--- config.mk ---
export PLATFORM = sky130hd
export DESIGN_NAME = wall_texel_address_mapper_flat
export DESIGN_NICKNAME = d
export VERILOG_FILES = /design/src/design/wta_pkg.sv /design/src/design/wta_in_if.sv /design/src/design/wta_out_if.sv /design/src/design/wta_front.sv /design/src/design/wta_divider.sv /design/src/design/wta_back.sv /design/src/design/wall_texel_address_mapper.sv /design/src/flat_wrapper.sv
export SDC_FILE = /design/constraint.sdc
export NUM_CORES = 2
export LEC_CHECK = 0
export BUFFER_PORTS_ARGS = -buffer_cell sky130_fd_sc_hd__buf_2
export CAP_MARGIN = 30
export CORE_MARGIN = 2
export CORE_UTILIZATION = 55
export DETAILED_ROUTE_END_ITERATION = 10
export GPL_TIMING_DRIVEN = 0
export PLACE_DENSITY = 0.72
export SYNTH_ARGS = -nofsm -noshare
export SYNTH_HDL_FRONTEND = slang
export SYNTH_SLANG_ARGS = --single-unit
--- constraint.sdc ---
create_clock -name clk -period 50.1 [get_ports clk]
set_input_delay 10.02 -clock clk [delete_from_list [all_inputs] [get_ports clk]]
set_output_delay 10.02 -clock clk [all_outputs]
set_load 0.1 [all_outputs]
--- src/design/wta_pkg.sv ---
`timescale 1ns / 1ps
package wta_pkg;

  localparam int TILE_SHIFT = 6;
  localparam int FRAC_BITS  = 8;

  localparam int COORD_W    = 24;
  localparam int PIX_W      = 12;
  localparam int FACE_W     = 2;
  localparam int TEX_IDX_W  = 10;
  localparam int TEX_SIZE_W = 11;
  localparam int STRIDE_W   = 16;
  localparam int BPP_W      = 3;
  localparam int OFF_W      = 26;
  localparam int CFG_DATA_W = 16;

  localparam int POS_W      = TILE_SHIFT + FRAC_BITS;
  localparam int POS_PROD_W = POS_W + TEX_SIZE_W;
  localparam int ROW_FX_W   = PIX_W + FRAC_BITS;
  localparam int D_W        = ((ROW_FX_W > COORD_W) ? ROW_FX_W : COORD_W) + 2;
  localparam int Q_W        = TEX_SIZE_W;
  localparam int NUM_W      = COORD_W + Q_W;
  localparam int COLB_W     = TEX_IDX_W + BPP_W;

  localparam logic [TEX_SIZE_W-1:0] TEX_WIDTH_RST  = TEX_SIZE_W'(64);
  localparam logic [TEX_SIZE_W-1:0] TEX_HEIGHT_RST = TEX_SIZE_W'(64);
  localparam logic [STRIDE_W-1:0]   ROW_STRIDE_RST = STRIDE_W'(256);
  localparam logic [BPP_W-1:0]      BPP_RST        = BPP_W'(4);

  localparam logic [1:0] FACE_WEST  = 2'd0;
  localparam logic [1:0] FACE_EAST  = 2'd1;
  localparam logic [1:0] FACE_NORTH = 2'd2;
  localparam logic [1:0] FACE_SOUTH = 2'd3;

  typedef enum logic [1:0] {
    REG_TEX_WIDTH  = 2'd0,
    REG_TEX_HEIGHT = 2'd1,
    REG_ROW_STRIDE = 2'd2,
    REG_BPP        = 2'd3
  } wta_reg_t;

  typedef struct packed {
    logic [TEX_SIZE_W-1:0] tex_width;
    logic [TEX_SIZE_W-1:0] tex_height;
    logic [STRIDE_W-1:0]   row_stride;
    logic [BPP_W-1:0]      texel_bytes;
  } wta_cfg_t;

  typedef struct packed {
    logic [FACE_W-1:0]    face;
    logic [TEX_IDX_W-1:0] col;
    logic [PIX_W-1:0]     pcol;
    logic [PIX_W-1:0]     prow;
    logic                 row_zero;
    logic                 row_full;
  } wta_side_t;

  function automatic logic [TEX_IDX_W-1:0] idx_max(input logic [TEX_SIZE_W-1:0] size);
    logic [TEX_IDX_W-1:0] m;
    if (size == '0) begin
      m = '0;
    end else if (size >= TEX_SIZE_W'(1 << TEX_IDX_W)) begin
      m = '1;
    end else begin
      m = size[TEX_IDX_W-1:0] - TEX_IDX_W'(1);
    end
    return m;
  endfunction

endpackage

--- src/design/wta_in_if.sv ---
`timescale 1ns / 1ps
interface wta_in_if;
  import wta_pkg::*;

  logic                      valid;
  logic                      ready;
  logic                      hit_vertical;
  logic                      facing_right;
  logic                      facing_down;
  logic [COORD_W-1:0]        hit_x;
  logic [COORD_W-1:0]        hit_y;
  logic [PIX_W-1:0]          pixel_column;
  logic [PIX_W-1:0]          pixel_row;
  logic signed [COORD_W-1:0] strip_top;
  logic [COORD_W-1:0]        strip_height;

  modport source (
    output valid, hit_vertical, facing_right, facing_down, hit_x, hit_y,
           pixel_column, pixel_row, strip_top, strip_height,
    input  ready
  );

  modport sink (
    input  valid, hit_vertical, facing_right, facing_down, hit_x, hit_y,
           pixel_column, pixel_row, strip_top, strip_height,
    output ready
  );
endinterface

--- src/design/wta_out_if.sv ---
`timescale 1ns / 1ps
interface wta_out_if;
  import wta_pkg::*;

  logic                 valid;
  logic                 ready;
  logic [FACE_W-1:0]    face;
  logic [TEX_IDX_W-1:0] texel_column;
  logic [TEX_IDX_W-1:0] texel_row;
  logic [OFF_W-1:0]     texel_offset;
  logic [PIX_W-1:0]     out_column;
  logic [PIX_W-1:0]     out_row;

  modport source (
    output valid, face, texel_column, texel_row, texel_offset, out_column, out_row,
    input  ready
  );

  modport sink (
    input  valid, face, texel_column, texel_row, texel_offset, out_column, out_row,
    output ready
  );
endinterface

--- src/design/wta_front.sv ---
`timescale 1ns / 1ps
module wta_front (
  input  logic                              clk,
  input  logic                              rst,
  input  logic                              en,
  input  wta_pkg::wta_cfg_t                 cfg,
  input  logic                              in_valid,
  input  logic                              hit_vertical,
  input  logic                              facing_right,
  input  logic                              facing_down,
  input  logic [wta_pkg::COORD_W-1:0]       hit_x,
  input  logic [wta_pkg::COORD_W-1:0]       hit_y,
  input  logic [wta_pkg::PIX_W-1:0]         pixel_column,
  input  logic [wta_pkg::PIX_W-1:0]         pixel_row,
  input  logic signed [wta_pkg::COORD_W-1:0] strip_top,
  input  logic [wta_pkg::COORD_W-1:0]       strip_height,
  output logic                              div_valid,
  output logic [wta_pkg::NUM_W-1:0]         div_num,
  output logic [wta_pkg::NUM_W-1:0]         div_den,
  output wta_pkg::wta_side_t                div_side
);
  import wta_pkg::*;

  logic                     s1_valid;
  logic [FACE_W-1:0]        s1_face;
  logic [POS_PROD_W-1:0]    s1_pos_prod;
  logic signed [D_W-1:0]    s1_d;
  logic [COORD_W-1:0]       s1_height;
  logic [PIX_W-1:0]         s1_pcol;
  logic [PIX_W-1:0]         s1_prow;

  logic [FACE_W-1:0]        face_next;
  logic [POS_W-1:0]         pos;
  logic [POS_PROD_W-1:0]    pos_prod_next;
  logic signed [D_W-1:0]    d_next;

  logic [TEX_SIZE_W-1:0]    col_raw;
  logic [TEX_IDX_W-1:0]     col_max;
  logic [TEX_IDX_W-1:0]     col_next;
  logic                     row_zero_next;
  logic                     row_full_next;
  logic [NUM_W-1:0]         num_next;

  always_comb begin
    if (hit_vertical) begin
      face_next = facing_right ? FACE_WEST : FACE_EAST;
    end else begin
      face_next = facing_down ? FACE_NORTH : FACE_SOUTH;
    end
    pos = hit_vertical ? hit_y[POS_W-1:0] : hit_x[POS_W-1:0];
    pos_prod_next = POS_PROD_W'(pos) * POS_PROD_W'(cfg.tex_width);
    d_next = $signed({{(D_W-ROW_FX_W){1'b0}}, pixel_row, {FRAC_BITS{1'b0}}})
           - $signed({{(D_W-COORD_W){strip_top[COORD_W-1]}}, strip_top});
  end

  always_ff @(posedge clk) begin
    if (rst) begin
      s1_valid <= 1'b0;
    end else if (en) begin
      s1_valid <= in_valid;
    end
    if (en) begin
      s1_face     <= face_next;
      s1_pos_prod <= pos_prod_next;
      s1_d        <= d_next;
      s1_height   <= strip_height;
      s1_pcol     <= pixel_column;
      s1_prow     <= pixel_row;
    end
  end

  always_comb begin
    col_raw = s1_pos_prod[POS_PROD_W-1:POS_W];
    col_max = idx_max(cfg.tex_width);
    col_next = (col_raw > TEX_SIZE_W'(col_max)) ? col_max : col_raw[TEX_IDX_W-1:0];
    row_zero_next = (s1_height == '0) || s1_d[D_W-1] || (s1_d == '0);
    row_full_next = !row_zero_next
                  && (s1_d[D_W-2:0] >= (D_W-1)'(s1_height));
    if (row_zero_next || row_full_next) begin
      num_next = '0;
    end else begin
      num_next = NUM_W'(s1_d[COORD_W-1:0]) * NUM_W'(cfg.tex_height);
    end
  end

  always_ff @(posedge clk) begin
    if (rst) begin
      div_valid <= 1'b0;
    end else if (en) begin
      div_valid <= s1_valid;
    end
    if (en) begin
      div_num           <= num_next;
      div_den           <= NUM_W'({s1_height, {(Q_W-1){1'b0}}});
      div_side.face     <= s1_face;
      div_side.col      <= col_next;
      div_side.pcol     <= s1_pcol;
      div_side.prow     <= s1_prow;
      div_side.row_zero <= row_zero_next;
      div_side.row_full <= row_full_next;
    end
  end

endmodule

--- src/design/wta_divider.sv ---
`timescale 1ns / 1ps
module wta_divider (
  input  logic                      clk,
  input  logic                      rst,
  input  logic                      en,
  input  logic                      in_valid,
  input  logic [wta_pkg::NUM_W-1:0] num,
  input  logic [wta_pkg::NUM_W-1:0] den,
  input  wta_pkg::wta_side_t        in_side,
  output logic                      out_valid,
  output logic [wta_pkg::Q_W-1:0]   quot,
  output wta_pkg::wta_side_t        out_side
);
  import wta_pkg::*;

  logic [NUM_W-1:0] rem   [Q_W-1];
  logic [NUM_W-1:0] dsr   [Q_W-1];
  logic [Q_W-1:0]   q     [Q_W];
  wta_side_t        side  [Q_W];
  logic             valid [Q_W];

  for (genvar i = 0; i < Q_W; i++) begin : g_stage
    logic [NUM_W-1:0] r_in;
    logic [NUM_W-1:0] d_in;
    logic [Q_W-1:0]   q_in;
    wta_side_t        s_in;
    logic             v_in;
    logic             ge;

    if (i == 0) begin : g_first
      assign r_in = num;
      assign d_in = den;
      assign q_in = '0;
      assign s_in = in_side;
      assign v_in = in_valid;
    end else begin : g_next
      assign r_in = rem[i-1];
      assign d_in = dsr[i-1];
      assign q_in = q[i-1];
      assign s_in = side[i-1];
      assign v_in = valid[i-1];
    end

    assign ge = (r_in >= d_in);

    always_ff @(posedge clk) begin
      if (rst) begin
        valid[i] <= 1'b0;
      end else if (en) begin
        valid[i] <= v_in;
      end
      if (en) begin
        q[i]    <= {q_in[Q_W-2:0], ge};
        side[i] <= s_in;
      end
    end

    if (i < Q_W - 1) begin : g_rem
      always_ff @(posedge clk) begin
        if (en) begin
          rem[i] <= ge ? (r_in - d_in) : r_in;
          dsr[i] <= d_in >> 1;
        end
      end
    end
  end

  assign out_valid = valid[Q_W-1];
  assign quot      = q[Q_W-1];
  assign out_side  = side[Q_W-1];

endmodule

--- src/design/wta_back.sv ---
`timescale 1ns / 1ps
module wta_back (
  input  logic                          clk,
  input  logic                          rst,
  input  logic                          en,
  input  wta_pkg::wta_cfg_t             cfg,
  input  logic                          in_valid,
  input  logic [wta_pkg::Q_W-1:0]       quot,
  input  wta_pkg::wta_side_t            in_side,
  output logic                          out_valid,
  output logic [wta_pkg::FACE_W-1:0]    face,
  output logic [wta_pkg::TEX_IDX_W-1:0] texel_column,
  output logic [wta_pkg::TEX_IDX_W-1:0] texel_row,
  output logic [wta_pkg::OFF_W-1:0]     texel_offset,
  output logic [wta_pkg::PIX_W-1:0]     out_column,
  output logic [wta_pkg::PIX_W-1:0]     out_row
);
  import wta_pkg::*;

  logic                 a_valid;
  logic [TEX_IDX_W-1:0] a_row;
  logic [FACE_W-1:0]    a_face;
  logic [TEX_IDX_W-1:0] a_col;
  logic [PIX_W-1:0]     a_pcol;
  logic [PIX_W-1:0]     a_prow;

  logic                 b_valid;
  logic [OFF_W-1:0]     b_row_off;
  logic [COLB_W-1:0]    b_col_off;
  logic [TEX_IDX_W-1:0] b_row;
  logic [FACE_W-1:0]    b_face;
  logic [TEX_IDX_W-1:0] b_col;
  logic [PIX_W-1:0]     b_pcol;
  logic [PIX_W-1:0]     b_prow;

  logic [TEX_IDX_W-1:0] row_max;
  logic [TEX_IDX_W-1:0] row_next;

  always_comb begin
    row_max = idx_max(cfg.tex_height);
    if (in_side.row_zero) begin
      row_next = '0;
    end else if (in_side.row_full || (quot > Q_W'(row_max))) begin
      row_next = row_max;
    end else begin
      row_next = quot[TEX_IDX_W-1:0];
    end
  end

  always_ff @(posedge clk) begin
    if (rst) begin
      a_valid   <= 1'b0;
      b_valid   <= 1'b0;
      out_valid <= 1'b0;
    end else if (en) begin
      a_valid   <= in_valid;
      b_valid   <= a_valid;
      out_valid <= b_valid;
    end
    if (en) begin
      a_row  <= row_next;
      a_face <= in_side.face;
      a_col  <= in_side.col;
      a_pcol <= in_side.pcol;
      a_prow <= in_side.prow;

      b_row_off <= OFF_W'(a_row) * OFF_W'(cfg.row_stride);
      b_col_off <= COLB_W'(a_col) * COLB_W'(cfg.texel_bytes);
      b_row     <= a_row;
      b_face    <= a_face;
      b_col     <= a_col;
      b_pcol    <= a_pcol;
      b_prow    <= a_prow;

      texel_offset <= b_row_off + OFF_W'(b_col_off);
      texel_row    <= b_row;
      texel_column <= b_col;
      face         <= b_face;
      out_column   <= b_pcol;
      out_row      <= b_prow;
    end
  end

endmodule

--- src/design/wall_texel_address_mapper.sv ---
`timescale 1ns / 1ps
// Texel addressing for raycast wall pixels. One transaction per clock is taken
// while the output is not stalled. The front end picks the face, the column
// and the fixed-point row distance, an 11-stage restoring divider forms the
// row (one quotient bit per stage), and the back end clamps the row, forms the
// byte offset and holds the result in the output register. A stall on the
// output freezes the whole pipeline; nothing is lost or repeated. Texture
// registers are written through cfg_we, cfg_index and cfg_data; the user must
// write them only while the pipeline is empty; the block does not enforce it.
module wall_texel_address_mapper (
  input  logic                           clk,
  input  logic                           rst,
  wta_in_if.sink                         pix_in,
  wta_out_if.source                      tex_out,
  input  logic                           cfg_we,
  input  wta_pkg::wta_reg_t              cfg_index,
  input  logic [wta_pkg::CFG_DATA_W-1:0] cfg_data
);
  import wta_pkg::*;

  wta_cfg_t         cfg;
  logic             en;
  logic             div_in_valid;
  logic [NUM_W-1:0] div_num;
  logic [NUM_W-1:0] div_den;
  wta_side_t        div_in_side;
  logic             div_out_valid;
  logic [Q_W-1:0]   quot;
  wta_side_t        div_out_side;

  always_ff @(posedge clk) begin
    if (rst) begin
      cfg.tex_width   <= TEX_WIDTH_RST;
      cfg.tex_height  <= TEX_HEIGHT_RST;
      cfg.row_stride  <= ROW_STRIDE_RST;
      cfg.texel_bytes <= BPP_RST;
    end else if (cfg_we) begin
      case (cfg_index)
        REG_TEX_WIDTH:  cfg.tex_width   <= cfg_data[TEX_SIZE_W-1:0];
        REG_TEX_HEIGHT: cfg.tex_height  <= cfg_data[TEX_SIZE_W-1:0];
        REG_ROW_STRIDE: cfg.row_stride  <= cfg_data[STRIDE_W-1:0];
        REG_BPP:        cfg.texel_bytes <= cfg_data[BPP_W-1:0];
        default: ;
      endcase
    end
  end

  // advance unless a finished result is waiting
  assign en           = !tex_out.valid || tex_out.ready;
  assign pix_in.ready = en && !rst;

  wta_front u_front (
    .clk          (clk),
    .rst          (rst),
    .en           (en),
    .cfg          (cfg),
    .in_valid     (pix_in.valid),
    .hit_vertical (pix_in.hit_vertical),
    .facing_right (pix_in.facing_right),
    .facing_down  (pix_in.facing_down),
    .hit_x        (pix_in.hit_x),
    .hit_y        (pix_in.hit_y),
    .pixel_column (pix_in.pixel_column),
    .pixel_row    (pix_in.pixel_row),
    .strip_top    (pix_in.strip_top),
    .strip_height (pix_in.strip_height),
    .div_valid    (div_in_valid),
    .div_num      (div_num),
    .div_den      (div_den),
    .div_side     (div_in_side)
  );

  wta_divider u_divider (
    .clk       (clk),
    .rst       (rst),
    .en        (en),
    .in_valid  (div_in_valid),
    .num       (div_num),
    .den       (div_den),
    .in_side   (div_in_side),
    .out_valid (div_out_valid),
    .quot      (quot),
    .out_side  (div_out_side)
  );

  wta_back u_back (
    .clk          (clk),
    .rst          (rst),
    .en           (en),
    .cfg          (cfg),
    .in_valid     (div_out_valid),
    .quot         (quot),
    .in_side      (div_out_side),
    .out_valid    (tex_out.valid),
    .face         (tex_out.face),
    .texel_column (tex_out.texel_column),
    .texel_row    (tex_out.texel_row),
    .texel_offset (tex_out.texel_offset),
    .out_column   (tex_out.out_column),
    .out_row      (tex_out.out_row)
  );

endmodule
--- src/flat_wrapper.sv ---
// flat-port wrapper written by rule: the top's interface ports become plain ports
module wall_texel_address_mapper_flat import wta_pkg::*;
  (clk, rst, cfg_we, cfg_index, cfg_data, pix_in_valid, pix_in_hit_vertical, pix_in_facing_right, pix_in_facing_down, pix_in_hit_x, pix_in_hit_y, pix_in_pixel_column, pix_in_pixel_row, pix_in_strip_top, pix_in_strip_height, pix_in_ready, tex_out_valid, tex_out_face, tex_out_texel_column, tex_out_texel_row, tex_out_texel_offset, tex_out_out_column, tex_out_out_row, tex_out_ready);
  wta_in_if pix_in_i ();
  wta_out_if tex_out_i ();
  input  logic clk;
  input  logic rst;
  input  logic cfg_we;
  input  wta_pkg::wta_reg_t cfg_index;
  input  logic [wta_pkg::CFG_DATA_W-1:0] cfg_data;
  input wire logic [$bits(pix_in_i.valid)-1:0] pix_in_valid;
  input wire logic [$bits(pix_in_i.hit_vertical)-1:0] pix_in_hit_vertical;
  input wire logic [$bits(pix_in_i.facing_right)-1:0] pix_in_facing_right;
  input wire logic [$bits(pix_in_i.facing_down)-1:0] pix_in_facing_down;
  input wire logic [$bits(pix_in_i.hit_x)-1:0] pix_in_hit_x;
  input wire logic [$bits(pix_in_i.hit_y)-1:0] pix_in_hit_y;
  input wire logic [$bits(pix_in_i.pixel_column)-1:0] pix_in_pixel_column;
  input wire logic [$bits(pix_in_i.pixel_row)-1:0] pix_in_pixel_row;
  input wire logic [$bits(pix_in_i.strip_top)-1:0] pix_in_strip_top;
  input wire logic [$bits(pix_in_i.strip_height)-1:0] pix_in_strip_height;
  output wire logic [$bits(pix_in_i.ready)-1:0] pix_in_ready;
  output wire logic [$bits(tex_out_i.valid)-1:0] tex_out_valid;
  output wire logic [$bits(tex_out_i.face)-1:0] tex_out_face;
  output wire logic [$bits(tex_out_i.texel_column)-1:0] tex_out_texel_column;
  output wire logic [$bits(tex_out_i.texel_row)-1:0] tex_out_texel_row;
  output wire logic [$bits(tex_out_i.texel_offset)-1:0] tex_out_texel_offset;
  output wire logic [$bits(tex_out_i.out_column)-1:0] tex_out_out_column;
  output wire logic [$bits(tex_out_i.out_row)-1:0] tex_out_out_row;
  input wire logic [$bits(tex_out_i.ready)-1:0] tex_out_ready;
  assign pix_in_i.valid = pix_in_valid;
  assign pix_in_i.hit_vertical = pix_in_hit_vertical;
  assign pix_in_i.facing_right = pix_in_facing_right;
  assign pix_in_i.facing_down = pix_in_facing_down;
  assign pix_in_i.hit_x = pix_in_hit_x;
  assign pix_in_i.hit_y = pix_in_hit_y;
  assign pix_in_i.pixel_column = pix_in_pixel_column;
  assign pix_in_i.pixel_row = pix_in_pixel_row;
  assign pix_in_i.strip_top = pix_in_strip_top;
  assign pix_in_i.strip_height = pix_in_strip_height;
  assign pix_in_ready = pix_in_i.ready;
  assign tex_out_valid = tex_out_i.valid;
  assign tex_out_face = tex_out_i.face;
  assign tex_out_texel_column = tex_out_i.texel_column;
  assign tex_out_texel_row = tex_out_i.texel_row;
  assign tex_out_texel_offset = tex_out_i.texel_offset;
  assign tex_out_out_column = tex_out_i.out_column;
  assign tex_out_out_row = tex_out_i.out_row;
  assign tex_out_i.ready = tex_out_ready;
  wall_texel_address_mapper u_core (.clk(clk), .rst(rst), .pix_in(pix_in_i), .tex_out(tex_out_i), .cfg_we(cfg_we), .cfg_index(cfg_index), .cfg_data(cfg_data));
endmodule
==> results.md <==
- Outcome: finished clean
- WS Path Type: input pin to output port
- Setup Total Neg Slack: 0 ns
- Std cell rows: roughly 140
- Starting DRT DRC Count: about 3,600
- Fin nets: 8,510
- Worst slew margin: 0.285
- DRC Markers: 0
- Final Wtd Congestion: 0.934
- Final Max Slew Viols: 0
- Clock Path Buffers: 3
- Core ar.: ~0.15 mm^2
- Yosys cell types: roughly 100
- Fin area: ~0.094 mm^2
- CP Data Required Time: 40.08 ns
- Final std cells w/o fill: 9,563
- WL final: approximately 180 mm
- Post-CTS setup buffers: 0
- Initial antenna violation count: 5
- Die width: between 300 and 400 um
- CP startpoint kind: input pin
- Vias in the first global route: 53,100
- DR vias/cell: approximately 5.5
- First-pass GRT wire length: 287 mm
- Worst-Skew Late Latency: about 0.81 ns
- Vias: 52,700
- Final Hold Fails: 0
- Synth async-reset ratio: 0
- Setup slack, reg-to-reg: 42.85 ns
- Net Count, Synth: 8,139
- Final setup viols: 0
- Synth cell count leaders: edfxtp_1 (1,471), inv_1 (885), nand2_1 (678)
- Min Tclk post-route: around 21 ns
- Hold wc startpoint: u_core.u_divider.side[8][1]
- Placed cell areas: 0.0890 mm^2
- Total GRT Usage: 0.233
- H-tree depth: 4
- Max Clk Rate: ~0.047 GHz
- Mean instance size in the synthesized netlist: about 12 um^2
- Clk sinks: 1,517
- Die Y: 397 um
- Share of the synthesized area in the top cell type: 0.519
- LEAKAGE: a little over 40 nW
- FF+latch count, synth: 1,517
- Clk root buf: clkbuf_16
- Die area: 0.158 mm^2
- Largest net degree at the start of global routing: ~140
- Multi-input combinational cell area: roughly 0.036 mm^2
- Hold Path Class: flop to flop
- CTS Hold Bufs: 0
- RSZ-0062 raised after global routing: no
- PwrDens: 47.5 mW/mm^2
- Cts bufs inserted: 157
- Seq/Total Area, Yosys: 0.530
- Max-Cap Viols: 0
- Layout cells sized above 1: 0.0789
- Post-synth EDFFs: 1,471
- Filler cell count: 12,200
- CTS-repair resized insts: 0
- Critical path endpoint category: output port
- Sequential cell area: 0.0451 mm^2
- Leading area contributor after synthesis: edfxtp_1
- Cells after Synth: 7,018
- Yosys Warn Count: 0
- Post-layout util: 0.613
- DR WL/cell: 19.0 um
- RR Startpoint: u_core.cfg[26]
- Maximum VDD drop: 0.0324 mV
- Top Ports: 220
- Dominant cells by area after synthesis: edfxtp_1 (52%), fa_1 (10%), ha_1 (8.0%)
- Count leader, synth: edfxtp_1
- Actual slew at the worst max-slew pin: 1.06 ns
- Post-Syn Area: roughly 0.085 mm^2
- Initial Util: 0.553
- Final Power: 4.48 mW
- Grt ovf: 0
- Post-DP HPWL: 138 mm
- Critical Path Start: tex_out_ready
- Main flop type after synthesis: edfxtp_1
- Clk slew on worst S/H paths: 0.06 ns
- DP Cell Count: 9,274
- Arrival @ worst endpoint: 11.39 ns
- Synth-to-Final Area Change: 10.9%
- Crit path max fanout: 10
- PortBufs: 199
- Clock Skews: 0.0613 ns
- Clock tree from TritonCTS: yes
- Routed Antenna Nets: 0
- Fin crit share: 0.427
- DR pass1 iterations: 6
-- layout by cell type, fill, tap and decap left out, types with 30 or more instances in the layout --
master	n
clkbuf_16	160
ha_1	542
o21a_1	59
o21bai_1	37
nor2b_1	55
and3_1	30
nand4_1	44
a21oi_1	378
nor4_1	48
and2_1	270
mux2_2	59
inv_1	884
buf_2	209
clkbuf_1	199
nand2_1	678
dfxtp_1	46
nor3_1	89
xnor2_1	213
fa_1	433
nand2b_1	67
edfxtp_1	1471
a21o_1	163
o21ai_0	274
xor2_1	154
nand3_1	69
mux2i_1	50
a211oi_1	34
nor2_1	326
-- worst paths after layout --
path                                                     to  cells past startpoint
worst max register to register   u_core.u_front.div_num[33]                     22
worst min register to register  u_core.u_divider.side[9][1]                      0
worst max-delay path                           pix_in_ready                      6
worst min-delay path            u_core.u_divider.side[9][1]                      0
-- worst max-delay path, cell delays in order --
cell and delay [ns]:
buf_2 0.08, nor2b_1 0.04, clkbuf_1 0.23, nor2_1 0.22, clkbuf_1 0.30, buf_2 0.49
-- metrics by stage --
stage / setup WS [ns] / hold WS, ns
2_1_floorplan: 10.05 / 0.400
3_3_place_gp: 0.417 / 0.400
3_5_place_dp: 28.68 / 0.405
4_1_cts: 28.66 / 0.391
5_1_grt: 28.55 / 0.395
6_report: 28.69 / 0.392
-- power breakdown --
| group | internal [mW] | switching (mW) |
|---|---|---|
| clock network | 0.694 | 0.497 |
| logic | 0.558 | 0.860 |
| registers | 1.72 | 0.150 |
| total | 2.97 | 1.51 |
-- layout make-up --
cell class / count / area share
Antenna cell: 2 / 0.0000531
Buffer: 204 / 0.00833
Clock buffer: 184 / 0.0435
Clock inverter: 103 / 0.0132
Inverter: 889 / 0.0355
Multi-Input combinational cell: 4408 / 0.380
Sequential cell: 1517 / 0.478
Tap cell: 2044 / 0.0271
Timing Repair Buffer: 212 / 0.0141
-- logic make-up after synthesis --
logic type               synth area share
AO/OA/AOI/OAI                      0.0857
XOR/XNOR                           0.0378
adder cells (fa/ha/maj)             0.182
buffers and inverters              0.0485
flip-flops                          0.530
multiplexers                       0.0137
AND/OR/NAND/NOR                     0.103
-- per-layer routing --
layer	up-vias	share of wire	global-route usage
met3	396	0.050	0.0367
met4	0	0.041	0.0955
li1	25200	-	-
met1	25800	0.43	0.304
met5	-	0	0
met2	1346	0.48	0.390
-- registers in the layout (all words and copies together), names as in the netlist, 12 cells and up --
register                    count
u_core.u_front.s1_d            25
u_core.u_divider.dsr          240
u_core.u_back.b_pcol           12
u_core.u_back.b_col_off        13
u_core.u_front.s1_pcol         12
u_core.u_front.s1_height       24
u_core.u_front.div_side        38
u_core.u_back.b_prow           12
u_core.u_back.texel_offset     26
u_core.u_divider.q             66
u_core.u_back.out_row          12
u_core.u_back.out_column       12
u_core.u_front.s1_prow         12
u_core.u_divider.side         418
u_core.u_back.b_row_off        26
u_core.u_front.div_den         24
u_core.u_front.div_num         35
u_core.u_back.a_pcol           12
u_core.u_back.a_prow           12
u_core.u_divider.rem          350
u_core.cfg                     41
(Power assumes the default switching activity.)
